$ cat config.mk
export PLATFORM = sky130hd
export DESIGN_NAME = psfe_ram
export DESIGN_NICKNAME = d
export VERILOG_FILES = /design/src/rtl/psfe_ram.sv
export SDC_FILE = /design/constraint.sdc
export NUM_CORES = 1
export LEC_CHECK = 0
export BUFFER_PORTS_ARGS = -buffer_cell sky130_fd_sc_hd__clkbuf_2
export CAP_MARGIN = 30
export CORE_UTILIZATION = 63
export CTS_BUF_LIST = sky130_fd_sc_hd__clkbuf_8
export CTS_CLUSTER_DIAMETER = 200
export DETAILED_ROUTE_END_ITERATION = 8
export HOLD_SLACK_MARGIN = 0.05
export PLACE_DENSITY = 0.81
export REMOVE_ABC_BUFFERS = 1
export SYNTH_ARGS = -nofsm -noshare
export SYNTH_HDL_FRONTEND = slang
export SYNTH_SLANG_ARGS = --single-unit
$ cat constraint.sdc
create_clock -name clock -period 6.07 [get_ports clock]
set_clock_uncertainty 0.1 [all_clocks]
set_input_delay 0.9105 -clock clock [delete_from_list [all_inputs] [get_ports clock]]
set_output_delay 0.9105 -clock clock [all_outputs]
set_load 0.02 [all_outputs]
$ cat src/rtl/psfe_ram.sv
`default_nettype none
module psfe_ram #(
   parameter int WIDTH = 1,
   parameter int DEPTH = 64
) (
   input  wire logic                     clock,
   input  wire logic                     wr_en,
   input  wire logic [$clog2(DEPTH)-1:0] wr_addr,
   input  wire logic [WIDTH-1:0]         wr_data,
   input  wire logic [$clog2(DEPTH)-1:0] rd_addr,
   output logic      [WIDTH-1:0]         rd_data
);

   logic [WIDTH-1:0] mem_ff [DEPTH];

   always_ff @(posedge clock) begin
      if (wr_en) begin
         mem_ff[wr_addr] <= wr_data;
      end
      rd_data <= mem_ff[rd_addr];
   end

endmodule
`default_nettype wire

* Word level (Yosys, flattened, before mapping)
Memory sizes are Yosys's and may differ from the RTL's. A register that Yosys moved wholly into a read port is not among the register bits.
Cells that the tools add are included.
** Word-level totals
- Bits in latches :: 0
- Register bits after elaboration :: 0
- RAM bits :: 64
- Bits in read-only memories :: 0
- Memories :: 1
- Input port bits :: 15
** Memories
- mem_ff :: words 64, width 1, read ports 1, clocked after memory_dff 1, wr ports 1, line 14 : logic [WIDTH-1:0] mem_ff [DEPTH];
** Cells by class
- $mul :: 0
- Div/mod/pow operators :: 0
- Bitwise gates (word level) :: 0
- Reduce and logical (&&, ||, !) cells :: 0
- $add $sub $neg :: 0
- Multiplexer cells :: 2
- $lt $le $gt $ge :: 0
- Shift operators :: 0
- Equal/unequal tests :: 0
** Operator list (count)
- $mux W1 :: 2

* Depth between registers and ports, before layout
Gate-level depths: netlist of the first run.
- Depth in word-level cells :: 2
- Gate-level depth with buffers :: 6
- Gate-level depth less buffers :: 4

* Worst setup path before layout of the first run
Ideal clock, no wire load.
- Path kind :: input -> register
- Start point :: in rd_addr[1]
- End point :: reg rd_data, read port of mem_ff
- Buffers on the path :: 1
- Path slack :: 3.525 ns
- Cell stages on the path :: 5
- Data arrival time :: 2.328 ns
- Path through :: buf_6 > mux4_2 > mux4_2 > or2_0 > a32o_1
** RTL lines
- from (decl) :: line 10 : input wire logic [$clog2(DEPTH)-1:0] rd_addr,
- to (decl) :: line 11 : output logic [WIDTH-1:0] rd_data

==> flow_summary_export.csv, run 1 <==
group,metric,value,unit
final_layout,post-route-util,72.7,%
synth,syn-cell-area,2910,um^2
synth,syn_inst,204,
synth,synth-seq-cells,65,
grt,grt_start_max_net_pins,65,
critical_path,start_kind,"input pin",
clock_network,htree_levels,3,
die,core,4410,um^2
clock_network,cts_setup_buffers,0,
grt,grt-ovfl-total,0,
timing,period_needed,2.55,ns
die,ioPinCount,16,
synth,synth_edf_count,64,
final_layout,num_antenna_cells,0,
drt,finalWirelength,5.26,mm
outcome,status,"complete, no violations",
critical_path,critPathArrivalTime,2.67,ns
final_layout,fillers,291,
synth,synth.area.top_cells,"edfxtp_1, nor2_1, mux4_2",
timing,slew_headroom,33.3,%
placed_design,place_hpwl,3.37,mm
timing,worst_pin_slew,1.00,ns
critical_path,worstSetupStartpoint,"rd_addr[1]",
hold_path,hp-start,"rd_addr[5]",
placed_design,pre_cts_ws,3.17,ns
clock_network,cts.reportedPaths.clkPinSlew,0.06,ns
timing,rsz0062_at_grt,"no",
die,num_rows,24,
clock_network,cts_resized,0,
die,dieArea,4900,um^2
drt,highest_layer,"met4",
synth,yosysMostFrequentCell,"nor2_1",
die,start_util,66.0,%
placed_design,io_buffers,15,
timing,setup_viol,0,
final_layout,multi_input_area,918,um^2
synth,ys.flop_type,"edfxtp_1",
final_layout,area_delta_synth_final,10.1,%
final_layout,seq_area,1940,um^2
clock_network,clkLatencyLatePin,0.34,ns
timing,hold_violations,0,
clock_network,cts_sinks,65,
timing,drv_slew,0,
pwr,power,923,uW
drt,wl_met3,435,um
grt,grt_pass1_vias,1537,
pwr,p_leak,0.00103,uW
die,die_h,70.0,um
timing,max_freq,0.393,GHz
final_layout,layout-drive-gt1-share,17.9,%
pwr,ir_drop,0.168,mV
grt,grt_pass1_wl,8.07,mm
timing,fin_tns_setup,0,ns
drt,first_pass_iters,5,
clock_network,cts_hold_buf,0,
critical_path,end_kind,"flop",
final_layout,nNetsFinal,233,
drt,drc,0,
pwr,powerDensity,288,nW/um^2
drt,post_drt_wl_per_cell,19.1,um
synth,synth_area_leader_cell,"edfxtp_1",
drt,via_per_inst,6.29,
drt,initialDrtViolationCount,237,
critical_path,rr_startpoint,"mem_ff[23]",
timing,layout_worst_path_cycle_share,41.9,%
drt,wl_met1,2.29,mm
run,drv_cap,0,
drt,antenna_left,0,
drt,vias,1730,
clock_network,cts_tree,"done",
placed_design,gp_congestion,0.785,
critical_path,worst_ep_required_time,6.19,ns
grt,track_usage,23.5,%
drt,wl_met2,2.47,mm
die,die_x,70.0,um
critical_path,cp_max_fo,13,
timing,holdWs,0.774,ns
clock_network,numCtsBuffers,9,
hold_path,hp-class,"input pin to flop",
synth,ys.warnings.count,0,
critical_path,path_class,"input pin to flop",
synth,ys_seq_area_share,66.6,%
clock_network,clock-root-buffer,"clkbuf_8",
synth,synth.avg_cell_area,14.3,um^2
synth,synth_top_area_share,66.0,%
grt,antenna_found_initial,0,
synth,netlist_top_cells_count,"nor2_1, edfxtp_1, clkbuf_1, mux4_2, nand3_1",
timing,fin_ws,3.52,ns
clock_network,clockBufferDepth,2,
synth,synthArstFlopShare,0,%
synth,synthDistinctLibCells,25,
## cell usage in the layout, fill, tap and decap left out
cell type / n
bufinv_16: 1
nand4b_1: 1
a41oi_1: 1
dfxtp_1: 1
nand4_1: 3
a22oi_1: 2
and2b_1: 1
nor2_1: 67
inv_1: 2
clkinv_2: 1
a21boi_0: 1
nand2_1: 7
clkbuf_2: 15
nor2b_1: 5
mux4_2: 10
a32o_1: 1
nand2b_1: 2
mux4_1: 7
or3_1: 1
or2_0: 1
nand3b_1: 4
clkbuf_8: 12
a21oi_1: 1
edfxtp_1: 64
nand3_1: 9
nor3_1: 2
or3b_2: 1
## layout make-up
type                            instances  share of cell area (%)
Sequential cell                        65                    60.5
Multi-Input combinational cell        127                    28.6
Clock buffer                           12                    5.15
Timing Repair Buffer                   15                    2.34
Tap cell                               52                    2.03
Clock inverter                          4                    1.33
## state kept, by name, indices dropped and copies added (netlist names)
signal,flops
rd_data,1
mem_ff,64
## final timing paths
path | endpoint | slack [ns] | cells after the start
setup / recovery | rd_data | 3.52 | 5
hold / removal | rd_data | 0.77 | 2
hold reg to reg | rd_data | 0.78 | 4
setup reg to reg | rd_data | 4.09 | 4
## kinds of logic after synthesis
family	count (synthesis)	share of synthesized area (%)
AO/OA/AOI/OAI	6	1.59
buffers and inverters	12	1.85
AND/OR/NAND/NOR	104	15.9
flip-flops	65	66.6
multiplexers	17	14.0
## metal layers
layer  vias to the layer above  track usage [%]
met4                         0             9.33
met3                         6             6.06
met1                       846             35.5
met2                        83             33.3
met5                         -                0
li1                        795                -
## per-stage QoR
step / cell area [um^2] / instances
2_1_floorplan: 2860 / 192
3_3_place_gp: 3000 / 259
3_5_place_dp: 3000 / 259
4_1_cts: 3210 / 275
5_1_grt: 3210 / 275
6_report: 3210 / 275
## worst max-delay path, stage by stage
cell	delay [ns]
clkbuf_2	0.27
mux4_1	0.60
mux4_2	0.47
or2_0	0.22
a32o_1	0.21
## power by group
part | leakage (uW) | switching, uW | total (uW) | internal, uW
Combinational | 0.000327 | 34.8 | 55.8 | 21.0
Clock | 0.000115 | 149 | 369 | 220
Sequential | 0.000584 | 0.958 | 498 | 497
(Power assumes the default switching activity.)
==> run 2: changes to the inputs <==
==> constraint.sdc (replaced) <==
create_clock -name clock -period 2.4 [get_ports clock]
set_clock_uncertainty 0.1 [all_clocks]
set_input_delay 0.36 -clock clock [delete_from_list [all_inputs] [get_ports clock]]
set_output_delay 0.36 -clock clock [all_outputs]
set_load 0.02 [all_outputs]
==> run 2 against run 1 <==
- final area is the same
- non-clock buffer count grew 6
- sequential power grew to 2.5 times the previous value
- count of clock-buffer cells in the layout decreased by 3
- power is 140% higher
- final cell count up 2.2%
- routed wire length grew 6.8%
- utilization stayed put
- worst setup slack worse by 3.1 ns
- clock power grew 110%
- combinational power grew to 2.7 times the previous value
- die area unchanged
==> flow_summary_export.csv, run 2 (synthesized netlist as in run 1, its figures left out) <==
group,metric,value,unit
outcome,status,"complete, no violations",
clock_network,clkLatencyLatePin,0.33,ns
timing,hold_violations,0,
hold_path,hp-start,"rd_addr[5]",
drt,post_drt_wl_per_cell,20.0,um
drt,via_per_inst,6.47,
drt,first_pass_iters,6,
die,ioPinCount,16,
final_layout,fillers,283,
timing,holdWs,0.182,ns
clock_network,numCtsBuffers,9,
timing,max_freq,0.512,GHz
pwr,ir_drop,0.470,mV
critical_path,cp_max_fo,1,
timing,fin_ws,0.447,ns
timing,period_needed,1.95,ns
die,start_util,66.0,%
final_layout,fin_cells,281,
timing,layout_worst_path_cycle_share,81.4,%
drt,initialDrtViolationCount,180,
final_layout,area_delta_synth_final,10.1,%
critical_path,critPathArrivalTime,2.09,ns
die,core,4410,um^2
critical_path,start_kind,"flop",
clock_network,cts_tree,"done",
drt,vias,1817,
final_layout,stdcell_area,3210,um^2
placed_design,io_buffers,15,
die,die_h,70.0,um
grt,grt_pass1_wl,8.81,mm
critical_path,worstSetupStartpoint,"mem_ff[16]",
run,drv_cap,0,
pwr,powerDensity,678,nW/um^2
placed_design,gp_congestion,0.835,
die,num_rows,24,
timing,worst_pin_slew,0.457,ns
clock_network,cts_hold_buf,0,
final_layout,final_common_cell,"nor2_1",
timing,drv_slew,0,
pwr,p_leak,0.00103,uW
grt,grt-ovfl-total,0,
drt,finalWirelength,5.62,mm
timing,rsz0062_at_grt,"no",
final_layout,layout-drive-gt1-share,20.1,%
grt,track_usage,25.1,%
placed_design,place_hpwl,3.84,mm
critical_path,path_class,"flop to flop",
final_layout,final_cell_mix,"nor2_1, edfxtp_1, clkbuf_2, mux4_2",
clock_network,cts_setup_buffers,0,
final_layout,largest_reg_flops,64,
grt,antenna_found_initial,0,
final_layout,top_regs,"mem_ff x64, rd_data x1",
clock_network,cts_sinks,65,
placed_design,pre_cts_ws,0.130,ns
final_layout,num_antenna_cells,0,
timing,slew_headroom,69.5,%
clock_network,cts_resized,0,
die,dieArea,4900,um^2
drt,drc,0,
clock_network,htree_levels,3,
critical_path,rr_startpoint,"mem_ff[16]",
placed_design,place_inst,265,
critical_path,worst_ep_required_time,2.53,ns
critical_path,end_kind,"flop",
grt,grt_pass1_vias,1778,
timing,fin_tns_setup,0,ns
clock_network,clockBufferDepth,2,
clock_network,clock-root-buffer,"clkbuf_8",
hold_path,hp-class,"input pin to flop",
final_layout,largest_register,"mem_ff",
die,die_x,70.0,um
timing,setup_viol,0,
placed_design,placed_area,3050,um^2
grt,grt_start_max_net_pins,27,
clock_network,cts.reportedPaths.clkPinSlew,0.07,ns
drt,antenna_left,0,
final_layout,nNetsFinal,239,
run 2: cell types whose count changed in the layout (fill, tap and decap cells not counted):
cell	delta
bufinv_16	-1
inv_1	-1
clkinv_2	+2
clkinv_4	+1
clkinvlp_4	+1
buf_4	+6
clkbuf_8	-3
clkinv_1	+1
run 2: routing by layer:
layer / up-vias / GRT usage [%] / part of all wire, %
li1: 806 / - / -
met1: 893 / 34.3 / 40
met2: 104 / 39.3 / 49
met3: 14 / 4.04 / 8.5
met4: 0 / 13.8 / 2.5
met5: - / 0 / 0
run 2: worst paths after layout:
path	cells after the start	end	slack, ns
hold / removal	2	rd_data	0.18
setup reg to reg	4	rd_data	0.45
setup / recovery	4	rd_data	0.45
hold reg to reg	4	rd_data	0.75
run 2: worst max-delay path: stages, from the launching register on:
cell	delay (ns)
edfxtp_1	0.38
mux4_1	0.51
mux4_2	0.45
or2_0	0.21
a32o_1	0.20
run 2: layout make-up:
class                           count  area [um^2]  area share, %
Sequential cell                    65         1940           60.5
Multi-Input combinational cell    127          918           28.6
Clock buffer                        9          124           3.86
Timing Repair Buffer               21          120           3.74
Tap cell                           52         65.1           2.03
Clock inverter                      7         38.8           1.21
run 2: power by group:
group | switching (uW) | leakage [uW] | internal (uW)
Combinational | 92.4 | 0.000356 | 59.5
Sequential | 2.28 | 0.000584 | 1260
Clock | 402 | 0.0000876 | 363
run 2: per-stage QoR:
| step | util (%) | total power, uW |
|---|---|---|
| after global placement | 69.0 | 1430 |
| final | 72.7 | 2170 |
| after CTS | 72.7 | 2170 |
| after floorplan | - | 1350 |
| after global routing | 72.7 | 2230 |
| after detailed placement | 69.0 | 1430 |
==> run 3: changes to the inputs <==
==> constraint.sdc (replaced) <==
create_clock -name clock -period 2 [get_ports clock]
set_clock_uncertainty 0.1 [all_clocks]
set_input_delay 0.3 -clock clock [delete_from_list [all_inputs] [get_ports clock]]
set_output_delay 0.3 -clock clock [all_outputs]
set_load 0.02 [all_outputs]
==> run 3 against run 2 <==
- die area unchanged
- fmax up 0.85%
- power rose by 38%
- worst hold slack lost 0.063 ns
- non-clock buffer count is 1 lower
- combinational power grew 26%
- sequential share of layout area is 1.8 points lower
- sequential power up 20%
- largest power group unchanged
- routed wire length up 3.0%
- final area rose by 3.0%
==> flow_summary_export.csv, run 3 (synthesized netlist as in run 1, its figures left out) <==
group,metric,value,unit
grt,antenna_found_initial,0,
final_layout,nNetsFinal,238,
grt,grt_pass1_vias,1780,
drt,via_per_inst,6.41,
clock_network,numCtsBuffers,9,
final_layout,layout-drive-gt1-share,20.2,%
drt,finalWirelength,5.79,mm
drt,first_pass_iters,4,
timing,rsz0062_at_grt,"yes",
pwr,swShare,19.8,%
final_layout,largest_register,"mem_ff",
final_layout,largest_reg_flops,64,
clock_network,htree_levels,3,
clock_network,cts_sinks,65,
critical_path,worstSetupStartpoint,"mem_ff[5]",
die,die_x,70.0,um
final_layout,area_delta_synth_final,13.4,%
grt,track_usage,26.6,%
clock_network,clockBufferDepth,2,
critical_path,crit_buf_inv,0,
timing,fin_ws,0.0634,ns
critical_path,critPathArrivalTime,2.07,ns
die,ioPinCount,16,
clock_network,cts.reportedPaths.clkPinSlew,0.07,ns
clock_network,cts_setup_buffers,0,
critical_path,critPathMostFrequentCell,"mux4_2",
grt,grt-ovfl-total,0,
run,drv_cap,0,
final_layout,num_antenna_cells,0,
clock_network,clkLatencyLatePin,0.33,ns
critical_path,path_class,"flop to flop",
hold_path,hp-class,"input pin to flop",
placed_design,io_buffers,15,
critical_path,critPathSlowestCell,"mux4_2",
drt,antenna_left,0,
placed_design,gp_congestion,0.844,
clock_network,cts_tree,"done",
die,num_rows,24,
drt,post_drt_wl_per_cell,20.7,um
pwr,powerDensity,906,nW/um^2
pwr,power_frac_comb,6.4,%
final_layout,final_cell_mix,"nor2_1, edfxtp_1, clkbuf_2, mux4_2",
pwr,ir_drop,0.694,mV
timing,drv_slew,0,
critical_path,rr_startpoint,"mem_ff[5]",
pwr,p_int,2400,uW
timing,max_freq,0.516,GHz
drt,drc,0,
clock_network,cts_resized,0,
die,die_h,70.0,um
hold_path,hp-start,"rd_addr[5]",
die,core,4410,um^2
critical_path,cp_max_fo,1,
pwr,p_seq_share,50.4,%
final_layout,final_common_cell,"nor2_1",
outcome,status,"complete, no violations",
timing,holdWs,0.119,ns
placed_design,place_hpwl,3.77,mm
drt,initialDrtViolationCount,179,
critical_path,critPathMaxStageDelay,0.48,ns
critical_path,path_cells,"mux4_2 > mux4_2 > or2_0 > a32o_1",
pwr,p_leak,0.00106,uW
clock_network,cts_hold_buf,0,
timing,slew_headroom,61.3,%
grt,grt_pass1_wl,9.17,mm
drt,vias,1794,
pwr,switchingPower,595,uW
timing,setup_viol,0,
grt,grt_start_max_net_pins,34,
critical_path,worst_ep_required_time,2.13,ns
timing,hold_violations,0,
critical_path,end_kind,"flop",
die,start_util,66.0,%
placed_design,pre_cts_ws,-0.148,ns
timing,layout_worst_path_cycle_share,96.8,%
timing,period_needed,1.94,ns
critical_path,start_kind,"flop",
critical_path,crit_family,"multiplexers",
pwr,pwr-share-clk,43.2,%
die,dieArea,4900,um^2
timing,worst_pin_slew,0.580,ns
final_layout,top_regs,"mem_ff x64, rd_data x1",
clock_network,clock-root-buffer,"clkbuf_8",
==> run 3: cell count changes in the layout (fill, tap and decap cells not counted) <==
cell | before | now
buf_12 | 0 | 3
buf_4 | 6 | 2
bufinv_16 | 0 | 3
clkinv_2 | 3 | 1
clkinv_4 | 1 | 0
mux4_1 | 7 | 6
mux4_2 | 10 | 11
==> run 3: per-layer routing <==
layer / GRT usage (%) / share of wire (%)
met1: 34.1 / 38
met2: 42.7 / 51
met3: 6.35 / 8.8
met4: 13.6 / 2.1
met5: 0 / 0
==> run 3: cell type report <==
cell class	instances	area (um^2)
Clock buffer	9	124
Tap cell	52	65.1
Clock inverter	7	110
Timing Repair Buffer	20	150
Fill cell	276	1110
Sequential cell	65	1940
Multi-Input combinational cell	127	915
==> run 3: power groups by stage <==
| stage | clock (uW) | combinational [uW] | sequential, uW |
|---|---|---|---|
| floorplan | 0 | 83.0 | 1540 |
| detailed placement | 0 | 190 | 1540 |
| global route | 1350 | 206 | 1510 |
| finish | 1290 | 192 | 1510 |
| global placement | 0 | 182 | 1540 |
| CTS | 1310 | 192 | 1510 |
==> run 3: through the flow <==
| stage | instance area [um^2] | instances | setup TNS, ns | power (uW) | utilization [%] |
|---|---|---|---|---|---|
| 5_1_grt | 3310 | 280 | -0.00470 | 3070 | 74.9 |
| 6_report | 3310 | 280 | 0 | 3000 | 74.9 |
| 4_1_cts | 3310 | 280 | 0 | 3010 | 75.0 |
| 3_3_place_gp | 3080 | 264 | -0.0860 | 1720 | 69.7 |
| 2_1_floorplan | 2860 | 192 | 0 | 1620 | - |
| 3_5_place_dp | 3080 | 264 | -0.148 | 1730 | 69.7 |
==> run 3: final timing paths <==
path / endpoint / slack (ns) / cells after the start
worst max-delay path: rd_data / 0.06 / 4
worst min-delay path: rd_data / 0.12 / 2
worst max register to register: rd_data / 0.06 / 4
worst min register to register: rd_data / 0.78 / 4
==> run 3: worst reg2reg max path, cell delays in order (launching register included) <==
cell      delay, ns
edfxtp_1       0.40
mux4_2         0.48
mux4_2         0.46
or2_0          0.21
a32o_1         0.20
